**src/rms_pkg.sv**
```systemverilog
// Package: shared types and constants for row median subtraction.
`timescale 1ns / 1ps
`default_nettype none
package rms_pkg;
	localparam int unsigned SUM_W = 32;
	localparam int unsigned CNT_W = 24;
	localparam int unsigned OUT_W = 64;
	localparam int unsigned IDX_W = 10;

	typedef enum logic {
		OP_LOAD  = 1'b0,
		OP_FETCH = 1'b1
	} op_t;

	typedef struct packed {
		logic             op;
		logic [SUM_W-1:0] bin_sum;
		logic [CNT_W-1:0] bin_count;
		logic             row_end;
	} in_word_t;

	typedef struct packed {
		logic [OUT_W-1:0] adjusted_sum;
		logic [IDX_W-1:0] bin_index;
		logic             final_bin;
		logic             median_applied;
	} out_word_t;
endpackage
`default_nettype wire

```
**src/rms_div.sv**
```systemverilog
// Divider: restoring division, one quotient bit per cycle.
`timescale 1ns / 1ps
`default_nettype none
module rms_div import rms_pkg::*; #(
	parameter int unsigned NUM_W = 48,
	parameter int unsigned DEN_W = 24
) (
	input  wire logic             clk,
	input  wire logic             arst_n,
	input  wire logic             start,
	input  wire logic [NUM_W-1:0] num,
	input  wire logic [DEN_W-1:0] den,
	output logic                  busy,
	output logic [NUM_W-1:0]      quot
);
	localparam int unsigned CW = $clog2(NUM_W + 1);
	logic [NUM_W-1:0] num_q;
	logic [DEN_W-1:0] den_q;
	logic [DEN_W-1:0] rem_q;
	logic [CW-1:0]    cnt_q;
	logic [DEN_W:0]   trial;
	logic [DEN_W:0]   diff;

	// Shift next numerator bit into remainder and trial subtract.
	assign trial = {rem_q, num_q[NUM_W-1]};
	assign diff  = trial - {1'b0, den_q};

	always_ff @(posedge clk or negedge arst_n) begin
		if (!arst_n) begin
			cnt_q <= '0;
			busy  <= 1'b0;
		end else if (start) begin
			busy  <= 1'b1;
			cnt_q <= CW'(NUM_W);
		end else if (busy) begin
			cnt_q <= cnt_q - 1'b1;
			if (cnt_q == CW'(1)) busy <= 1'b0;
		end
	end

	// Remainder stays below the divisor, so DEN_W bits hold it.
	always_ff @(posedge clk) begin
		if (start) begin
			num_q <= num;
			den_q <= den;
			rem_q <= '0;
			quot  <= '0;
		end else if (busy) begin
			num_q <= {num_q[NUM_W-2:0], 1'b0};
			if (!diff[DEN_W]) begin
				rem_q <= diff[DEN_W-1:0];
				quot  <= {quot[NUM_W-2:0], 1'b1};
			end else begin
				rem_q <= trial[DEN_W-1:0];
				quot  <= {quot[NUM_W-2:0], 1'b0};
			end
		end
	end
endmodule
`default_nettype wire

```
**config.mk**
```make
export PLATFORM = sky130hd
export DESIGN_NAME = rms_div
export DESIGN_NICKNAME = d
export VERILOG_FILES = /design/src/rms_pkg.sv /design/src/rms_div.sv
export SDC_FILE = /design/constraint.sdc
export NUM_CORES = 1
export LEC_CHECK = 0
export BUFFER_PORTS_ARGS = -buffer_cell sky130_fd_sc_hd__buf_2
export CAP_MARGIN = 20
export CORE_MARGIN = 3
export CORE_UTILIZATION = 50
export DETAILED_ROUTE_END_ITERATION = 8
export PLACE_DENSITY = 0.72
export SLEW_MARGIN = 20
export SYNTH_ARGS = -nofsm -noshare
export SYNTH_HDL_FRONTEND = slang
export SYNTH_SLANG_ARGS = --single-unit
```
**constraint.sdc**
```tcl
create_clock -name clk -period 3.55 [get_ports clk]
set_input_delay 0.355 -clock clk [delete_from_list [all_inputs] [get_ports clk]]
set_output_delay 0.355 -clock clk [all_outputs]
set_load 0.01 [all_outputs]
```
==> flow_metrics.env, run 1 <==
export IMPL_setup_viol=0
export IMPL_timing_final_ws_setup_ns=0.483
export IMPL_ys_types=65
export IMPL_critical_path_max_fanout=14
export IMPL_clock_path_buffers=2
export IMPL_dpl_worst_slack_ns=0.482
export IMPL_drtPass1Iterations=6
export IMPL_ys_ff_latch=151
export IMPL_initial_core_util=0.522
export IMPL_cts_resized=0
export IMPL_ant_nets=0
export IMPL_grt_pass1_vias=5258
export IMPL_critPathSlowestCell="fa_1"
export IMPL_endpoint_kind="flop"
export IMPL_yosysSeqAreaShare=0.510
export IMPL_antenna_cells=0
export IMPL_gp_congestion=0.900
export IMPL_synth_main_ff_cell="edfxtp_1"
export IMPL_skew_ns=0.0102
export IMPL_overflow=0
export IMPL_syn_area_mm2=0.00741
export IMPL_die_h_um=128
export IMPL_initialDrtViolationCount=261
export IMPL_cts_hold_fix_buffers=1
export IMPL_p_leak_nw=4.16
export IMPL_placedCellCount=936
export IMPL_clk_latency_ns=0.42
export IMPL_core_mm2=0.0142
export IMPL_cts_tree="built"
export IMPL_io_pins=124
export IMPL_drive_above_1_share=0.281
export IMPL_io_buffers=123
export IMPL_total_power_w=0.00595
export IMPL_crit_required_ns=3.89
export IMPL_die_area_mm2=0.0163
export IMPL_cap_violations=0
export IMPL_gr_usage_all_layers=0.187
export IMPL_drcViolationCount=0
export IMPL_fin_crit_sh=0.864
export IMPL_syn_nets=766
export IMPL_tns_ns=0
export IMPL_grt_pass1_wl_um=24600
export IMPL_holdCritPathClass="primary input to flop"
export IMPL_multi_input_area_mm2=0.00334
export IMPL_crit_type="flop to flop"
export IMPL_max_freq_ghz=0.326
export IMPL_cpPeakStageDelay_ns=0.40
export IMPL_grt_setup_unrepaired="no"
export IMPL_grt_max_degree=66
export IMPL_synth_top_area_share=0.292
export IMPL_die_w_um=128
export IMPL_cts_buffers=17
export IMPL_tightest_slew_ns=0.853
export IMPL_synth_cells=664
export IMPL_power_density_mw_per_mm2=684
export IMPL_core_rowCount=43
export IMPL_viasPerCell=5.46
export IMPL_crit_arrival_ns=3.41
export IMPL_cp_start_kind="flop"
export IMPL_wl_per_cell_um=15.5
export IMPL_ir_drop_mv=0.369
export IMPL_fin_cells=969
export IMPL_path_cells="inv_1, ha_1, inv_1, fa_1, a21oi_1, nor2_1, nor2_1, o41ai_2, or2_4, o211ai_2, buf_4, mux2_1, a211oi_2"
export IMPL_dp_hpwl_um=10400
export IMPL_synth_warning_count=0
export IMPL_nets=878
export IMPL_holdWs_ns=0.102
export IMPL_status="completed"
export IMPL_cts_root_buffer="clkbuf_16"
export IMPL_regArea_mm2=0.00378
export IMPL_clkSinkCount=151
export IMPL_areaGrowthSynthToFinish_pct=17.5
export IMPL_relSlewSlack=0.430
export IMPL_drt_total_wl_um=15000
export IMPL_async_flop_share=0.0464
export IMPL_post_cts_buffers=0
export IMPL_fin_crit_ns=3.07
export IMPL_htreeDepth=4
export IMPL_antenna_found_initial=0
export IMPL_fill_cells=1181
export IMPL_hold_viol=0
export IMPL_avgSynthCellArea_um2=11.2
export IMPL_synth_edff_count=72
export IMPL_clkTransAtPathRegs_ns=0.06
export IMPL_drv_slew=0
export IMPL_netlist_top_cells_area="edfxtp_1 29%, dfxtp_1 19%, mux2i_1 8.9%, mux2_2 7.1%, nor2_1 4.5%"
export IMPL_vias=5291
export IMPL_synth_largest_area_cell="edfxtp_1"
## cells in the final DEF (no fill, tap or decap), types with 19 or more instances in the layout
cell,Yosys,final
buf_2,4,122
nor2_1,88,88
edfxtp_1,72,72
dfxtp_1,72,72
mux2i_1,66,66
mux2_2,47,47
inv_1,31,30
nand2_1,30,30
ha_1,26,26
a21oi_1,22,22
clkbuf_16,0,19
## flip-flops by register name, summed over array words and instances (netlist names)
name / flops
den_q: 24
quot: 48
busy: 1
cnt_q: 6
num_q: 48
rem_q: 24
## cell type report
| type | instances | area share |
|---|---|---|
| clock buffer | 26 | 0.0588 |
| clock inverter | 6 | 0.00733 |
| multi-input combinational | 445 | 0.383 |
| timing repair buffer | 130 | 0.0773 |
| inverter | 31 | 0.0134 |
| sequential | 151 | 0.434 |
| tap | 180 | 0.0259 |
## through the flow
step                utilization  area (um^2)
floorplan                     -         7410
global placement          0.572         8120
detailed placement        0.572         8120
CTS                       0.613         8710
global route              0.613         8710
finish                    0.613         8710
## critical path, delay by kind of cell, from the launching register on
family                     cells  cell delay, ns
and+or+nand+nor                3            0.56
AOI/OAI and AO/OA              4            0.72
muxes                          1            0.36
DFF                            1            0.37
adders and majority gates      2            0.56
buffers and inverters          3            0.42
## Yosys cell counts (3+ instances only)
master,n
edfxtp_1,72
a211o_1,3
a21o_1,16
dfxtp_1,72
a31oi_1,3
o21ai_1,3
nor2b_1,4
o21a_1,5
buf_2,4
a21oi_1,22
o31ai_1,3
buf_1,11
and3_1,6
a211oi_1,15
inv_1,31
nand2b_1,5
dfrtp_1,7
clkbuf_1,18
nand2_1,30
o21bai_1,3
xor2_1,8
ha_1,26
xnor2_1,13
mux2i_1,66
nor2_1,88
nand4_1,3
nor3b_1,3
buf_6,3
nand3_1,10
mux2_2,47
o21ai_0,17
and2_1,3
or3_1,3
## report_power, final
part	switching (W)	leakage, nW	internal, W
Sequential	0.000145	1.41	0.00206
Clock	0.000686	0.283	0.00107
Combinational	0.00108	2.47	0.000909
Total	0.00191	4.16	0.00404
## cell families (layout without fill, tap and decap cells)
logic type      Yosys count  after routing  synth area share
xor+xnor                 21             21            0.0248
buf+inv                  68            193            0.0403
fa+ha+maj                27             27            0.0466
mux                     115            115             0.164
simple gates            171            171             0.108
compound gates          111            111             0.107
flops                   151            151             0.510
## metal layers
| layer | wire (um) | up-vias | global-route usage |
|---|---|---|---|
| met5 | 0 | - | 0 |
| met4 | 203 | 0 | 0.0630 |
| met3 | 1080 | 18 | 0.0775 |
| met2 | 7310 | 145 | 0.301 |
| met1 | 6430 | 2517 | 0.228 |
| li1 | - | 2611 | - |
## final timing paths
check,startpoint,end,slack (ns),cells past startpoint
min reg2reg,rem_q[19],rem_q[19],0.48,2
max reg2reg,num_q[47],rem_q[0],0.48,13
min in group asynchronous,arst_n,cnt_q[3],0.32,2
max,num_q[47],rem_q[0],0.48,13
min,den[8],den_q[8],0.10,1
max in group asynchronous,arst_n,busy,3.06,2
Power figures use the tool's default switching activity.
==> inputs of run 2 (changes only) <==
ABC_AREA = 1   (was unset)
REMOVE_ABC_BUFFERS = 1   (was unset)
==> flow_metrics.env, run 2 <==
export IMPL_overflow=0
export IMPL_vias=6202
export IMPL_fill_cells=1331
export IMPL_synth_edff_count=72
export IMPL_io_pins=124
export IMPL_cpPeakStageDelay_ns=0.41
export IMPL_p_leak_nw=4.54
export IMPL_tns_ns=0
export IMPL_dp_hpwl_um=11400
export IMPL_grt_pass1_vias=5994
export IMPL_synth_largest_area_cell="edfxtp_1"
export IMPL_cp_start_kind="flop"
export IMPL_holdWs_ns=0.113
export IMPL_ys_ff_latch=151
export IMPL_crit_buf_inv=2
export IMPL_clkTransAtPathRegs_ns=0.06
export IMPL_reg2reg_to="rem_q[18]"
export IMPL_grt_setup_unrepaired="no"
export IMPL_async_flop_share=0.0464
export IMPL_clk_latency_ns=0.42
export IMPL_r2r_start="num_q[47]"
export IMPL_power_density_mw_per_mm2=646
export IMPL_hold_viol=0
export IMPL_viasPerCell=4.85
export IMPL_cap_violations=0
export IMPL_highest_layer="met5"
export IMPL_path_depth=15
export IMPL_crit_type="flop to flop"
export IMPL_cts_buffers=17
export IMPL_holdCritPathClass="primary input to flop"
export IMPL_drive_above_1_share=0.158
export IMPL_rrSetupSlack_ns=0.92
export IMPL_dr_wl_met3_um=1270
export IMPL_antenna_found_initial=2
export IMPL_critical_path_max_fanout=24
export IMPL_hold_start="den[19]"
export IMPL_skew_ns=0.00576
export IMPL_place_area_mm2=0.00821
export IMPL_ff2ff_path_depth=15
export IMPL_ant_nets=0
export IMPL_synth_main_ff_cell="edfxtp_1"
export IMPL_gr_usage_all_layers=0.206
export IMPL_status="completed"
export IMPL_drcViolationCount=0
export IMPL_ir_drop_mv=0.376
export IMPL_initialDrtViolationCount=400
export IMPL_synth_cells=963
export IMPL_die_area_mm2=0.0164
export IMPL_tightest_slew_ns=0.851
export IMPL_clock_path_buffers=2
export IMPL_grt_pass1_wl_um=27100
export IMPL_core_mm2=0.0142
export IMPL_crit_required_ns=3.91
export IMPL_netlist_top_cells_area="edfxtp_1 29%, nand2_1 21%, dfxtp_1 19%, inv_1 7.9%, ha_1 4.4%"
export IMPL_fin_area_mm2=0.00880
export IMPL_synth_warning_count=0
export IMPL_ys_types=33
export IMPL_die_h_um=128
export IMPL_setup_viol=0
export IMPL_fin_crit_ns=2.63
export IMPL_fin_crit_sh=0.740
export IMPL_drtPass1Iterations=5
export IMPL_yosysSeqAreaShare=0.507
export IMPL_crit_path_frequent_cell="nand2_1"
export IMPL_synth_most_common_cell="nand2_1"
export IMPL_final_cell_mix="412 x nand2_1, 158 x inv_1, 123 x buf_2"
export IMPL_avgSynthCellArea_um2=7.74
export IMPL_drt_total_wl_um=16200
export IMPL_relSlewSlack=0.433
export IMPL_total_power_w=0.00569
export IMPL_critPathSlowestCell="fa_1"
export IMPL_drv_slew=0
export IMPL_cts_tree="built"
export IMPL_max_freq_ghz=0.381
export IMPL_cpLargestDelayFamily="simple AND/OR/NAND/NOR gates"
export IMPL_reg_largest_list="num_q x48, quot x48"
export IMPL_die_w_um=128
export IMPL_initial_core_util=0.525
export IMPL_io_buffers=123
export IMPL_path_cells="inv_1, ha_1, inv_1, fa_1, nand2_1, nand2_1, nand3_1, nand2_2, nand2_2, nand4_1, nand2_2, nand2_1, nand2_1, nand2_1, nand2_1"
export IMPL_htreeDepth=4
export IMPL_grt_max_degree=78
export IMPL_min_to="den_q[19]"
export IMPL_cts_root_buffer="clkbuf_16"
export IMPL_cts_resized=0
export IMPL_clkSinkCount=151
export IMPL_gp_congestion=0.906
export IMPL_met2_length_um=7420
export IMPL_areaGrowthSynthToFinish_pct=18.1
export IMPL_synth_top_area_share=0.290
export IMPL_syn_area_mm2=0.00745
export IMPL_endpoint_kind="flop"
export IMPL_core_rowCount=43
export IMPL_whs_path_depth=1
export IMPL_wl_met1_um=7300
export IMPL_crit_arrival_ns=2.99
export IMPL_nets=1186
export IMPL_mostFrequentLayoutCell="nand2_1"
export IMPL_synthTopCellsByCount="412 x nand2_1, 157 x inv_1, 72 x dfxtp_1, 72 x edfxtp_1, 47 x o22ai_1"
export IMPL_wl_per_cell_um=12.7
run 2: cell count changes after synthesis, sizes merged, moves of 6 or more:
cell / previous run / this run
nand2: 32 / 419
inv: 31 / 158
mux2i: 66 / 0
nor2: 89 / 34
mux2: 49 / 0
o22ai: 2 / 47
nand3: 10 / 37
a211oi: 17 / 0
a21o: 16 / 0
buf: 19 / 7
o21ai: 20 / 11
xnor2: 13 / 4
and3: 6 / 0
run 2: worst max-delay path by stage:
stage | end | start | slack (ns)
2_1_floorplan | num_q[0] | busy | 0.99
3_3_place_gp | rem_q[18] | num_q[47] | 1.03
3_5_place_dp | rem_q[18] | num_q[47] | 0.99
4_1_cts | rem_q[23] | num_q[47] | 0.94
5_1_grt | rem_q[17] | num_q[47] | 0.65
6_report | rem_q[18] | num_q[47] | 0.92
run 2: area by class of cell:
type | count | area (um^2) | area share
Timing Repair Buffer | 130 | 683 | 0.0776
Multi-Input combinational cell | 626 | 2940 | 0.334
Sequential cell | 151 | 3780 | 0.429
Clock buffer | 21 | 492 | 0.0558
Clock inverter | 11 | 86.3 | 0.00981
Antenna cell | 1 | 2.50 | 0.000284
Inverter | 158 | 594 | 0.0675
Tap cell | 180 | 225 | 0.0256
run 2: report_power, final:
| part | leakage [nW] | internal [W] | switching, W | total [W] |
|---|---|---|---|---|
| Combinational | 2.82 | 0.000627 | 0.00116 | 0.00178 |
| Clock | 0.295 | 0.00100 | 0.000733 | 0.00174 |
| Sequential | 1.43 | 0.00204 | 0.000124 | 0.00216 |
| Total | 4.54 | 0.00367 | 0.00201 | 0.00569 |
run 2: per-stage QoR:
step	setup slack, ns	instances	utilization
finish	0.922	1278	0.620
global route	0.646	1277	0.620
CTS	0.937	1277	0.620
detailed placement	0.994	1244	0.578
global placement	1.03	1244	0.578
floorplan	0.987	935	-
run 2: metal layers:
metal	vias to the layer above	track usage
met4	4	0.0655
met2	144	0.324
met1	2761	0.261
met5	-	0
met3	23	0.0808
li1	3270	-
run 2: timing repair:
action                                 CTS  global route
hold buffers                             1             0
endpoints found under the hold margin    7             0
buffers inserted                         0             0
run 2: logic make-up (layout without fill, tap and decap cells):
group,count (synthesis),after routing,synth area share
flip-flops,151,151,0.507
AO/OA/AOI/OAI,79,79,0.0613
other,0,1,0
adder cells (fa/ha/maj),27,27,0.0463
buffers and inverters,186,320,0.0981
AND/OR/NAND/NOR,510,510,0.276
XOR/XNOR,10,10,0.0118
==> inputs of run 3 (changes only) <==
PLACE_DENSITY = 0.75   (was 0.72)
clock period = 2.4 ns   (was 3.55 ns; I/O delays follow)
==> flow_metrics.env, run 3 (synthesized netlist as in run 2, its figures left out) <==
export IMPL_status="completed"
export IMPL_clk_latency_ns=0.42
export IMPL_reg_largest_list="num_q x48, quot x48"
export IMPL_antenna_cells=0
export IMPL_grt_pass1_vias=6193
export IMPL_core_rowCount=43
export IMPL_tns_ns=0
export IMPL_skew_ns=0.00776
export IMPL_areaGrowthSynthToFinish_pct=24.3
export IMPL_wl_per_cell_um=13.2
export IMPL_power_density_mw_per_mm2=971
export IMPL_htreeDepth=4
export IMPL_placedCellCount=1247
export IMPL_crit_required_ns=2.72
export IMPL_drtPass1Iterations=5
export IMPL_timing_final_ws_setup_ns=0.0537
export IMPL_die_area_mm2=0.0164
export IMPL_dpl_worst_slack_ns=0.114
export IMPL_die_w_um=128
export IMPL_drcViolationCount=0
export IMPL_mostFrequentLayoutCell="nand2_1"
export IMPL_clkSinkCount=151
export IMPL_drt_total_wl_um=17300
export IMPL_endpoint_kind="flop"
export IMPL_setup_viol=0
export IMPL_grt_pass1_wl_um=28400
export IMPL_antenna_found_initial=1
export IMPL_cpLargestDelayFamily="simple AND/OR/NAND/NOR gates"
export IMPL_reg2reg_to="rem_q[7]"
export IMPL_gr_usage_all_layers=0.213
export IMPL_grt_max_degree=65
export IMPL_critical_path_max_fanout=6
export IMPL_ant_nets=0
export IMPL_initialDrtViolationCount=386
export IMPL_max_freq_ghz=0.426
export IMPL_clock_path_buffers=2
export IMPL_fin_cells=1310
export IMPL_viasPerCell=4.91
export IMPL_critPathSlowestCell="edfxtp_1"
export IMPL_vias=6427
export IMPL_crit_arrival_ns=2.66
export IMPL_path_cells="inv_1, ha_2, inv_2, fa_2, nand2_2, nand2_2, nand3_2, nand2_4, nand2_4, nand4_1, nand2_4, clkbuf_16, nand2_1, nand3_2, nand2_1"
export IMPL_crit_buf_inv=3
export IMPL_min_to="num_q[18]"
export IMPL_clkTransAtPathRegs_ns=0.07
export IMPL_io_pins=124
export IMPL_drv_slew=0
export IMPL_core_mm2=0.0142
export IMPL_multi_input_area_mm2=0.00300
export IMPL_hold_start="num[18]"
export IMPL_fin_crit_ns=2.35
export IMPL_cts_tree="built"
export IMPL_regArea_mm2=0.00378
export IMPL_r2r_start="num_q[47]"
export IMPL_overflow=0
export IMPL_cts_buffers=17
export IMPL_fill_cells=1232
export IMPL_fin_crit_sh=0.978
export IMPL_holdWs_ns=0.0791
export IMPL_ff2ff_path_depth=15
export IMPL_nets=1219
export IMPL_cts_root_buffer="clkbuf_16"
export IMPL_crit_path_frequent_cell="nand2_4"
export IMPL_cpPeakStageDelay_ns=0.39
export IMPL_gp_congestion=0.979
export IMPL_holdCritPathClass="primary input to flop"
export IMPL_final_cell_mix="408 x nand2_1, 156 x inv_1, 123 x buf_2"
export IMPL_crit_type="flop to flop"
export IMPL_drive_above_1_share=0.170
export IMPL_hold_viol=0
export IMPL_p_leak_nw=4.72
export IMPL_cap_violations=0
export IMPL_cp_start_kind="flop"
export IMPL_die_h_um=128
export IMPL_dp_hpwl_um=11500
export IMPL_initial_core_util=0.525
export IMPL_ir_drop_mv=0.591
export IMPL_relSlewSlack=0.527
export IMPL_rrSetupSlack_ns=0.05
export IMPL_io_buffers=123
export IMPL_tightest_slew_ns=0.710
export IMPL_whs_path_depth=3
-- run 3: routing by layer --
layer  global-route usage  wire length (um)  vias to the layer above
li1                     -                 -                     3329
met1                0.274              7760                     2874
met2                0.345              7960                      197
met3               0.0738              1340                       25
met4               0.0581               263                        2
met5                    0                13                        -
-- run 3: tightest hold or removal path, cell delays in order --
cell and delay [ns]:
buf_2 0.07, nand2_1 0.04, nand2_1 0.05
-- run 3: cell type report --
type	count	area share
clock inverter	14	0.0196
tap	180	0.0243
multi-input combinational	626	0.324
timing repair buffer	163	0.114
sequential	151	0.408
inverter	158	0.0642
clock buffer	18	0.0463
-- run 3: how the worst max path moves through the flow --
stage / endpoint / cells after the start / slack (ns) / from
3_3_place_gp: rem_q[9] / 15 / 0.18 / num_q[47]
5_1_grt: rem_q[12] / 16 / -0.07 / num_q[47]
6_report: rem_q[7] / 15 / 0.05 / num_q[47]
4_1_cts: rem_q[11] / 15 / 0.08 / num_q[47]
3_5_place_dp: rem_q[11] / 15 / 0.11 / num_q[47]
2_1_floorplan: num_q[0] / 2 / -0.16 / busy
-- run 3: metrics by stage --
stage	util	power, W	instance area [um^2]
floorplan	-	0.00521	7310
global placement	0.581	0.00585	8250
detailed placement	0.581	0.00590	8250
CTS	0.641	0.00869	9110
global route	0.652	0.00958	9260
finish	0.652	0.00899	9260
-- run 3: power breakdown --
part	leakage (nW)	switching [W]	internal [W]	total, W
clock network	0.290	0.00117	0.00158	0.00275
logic	3.01	0.00187	0.00117	0.00304
registers	1.43	0.000187	0.00302	0.00320
-- run 3: repair_timing --
item / CTS / global route
setup endpoints to repair: 0 / 25
hold buffers: 25 / 0
resized for setup: 0 / 19
endpoints found under the hold margin: 31 / 0
setup buffers: 0 / 4
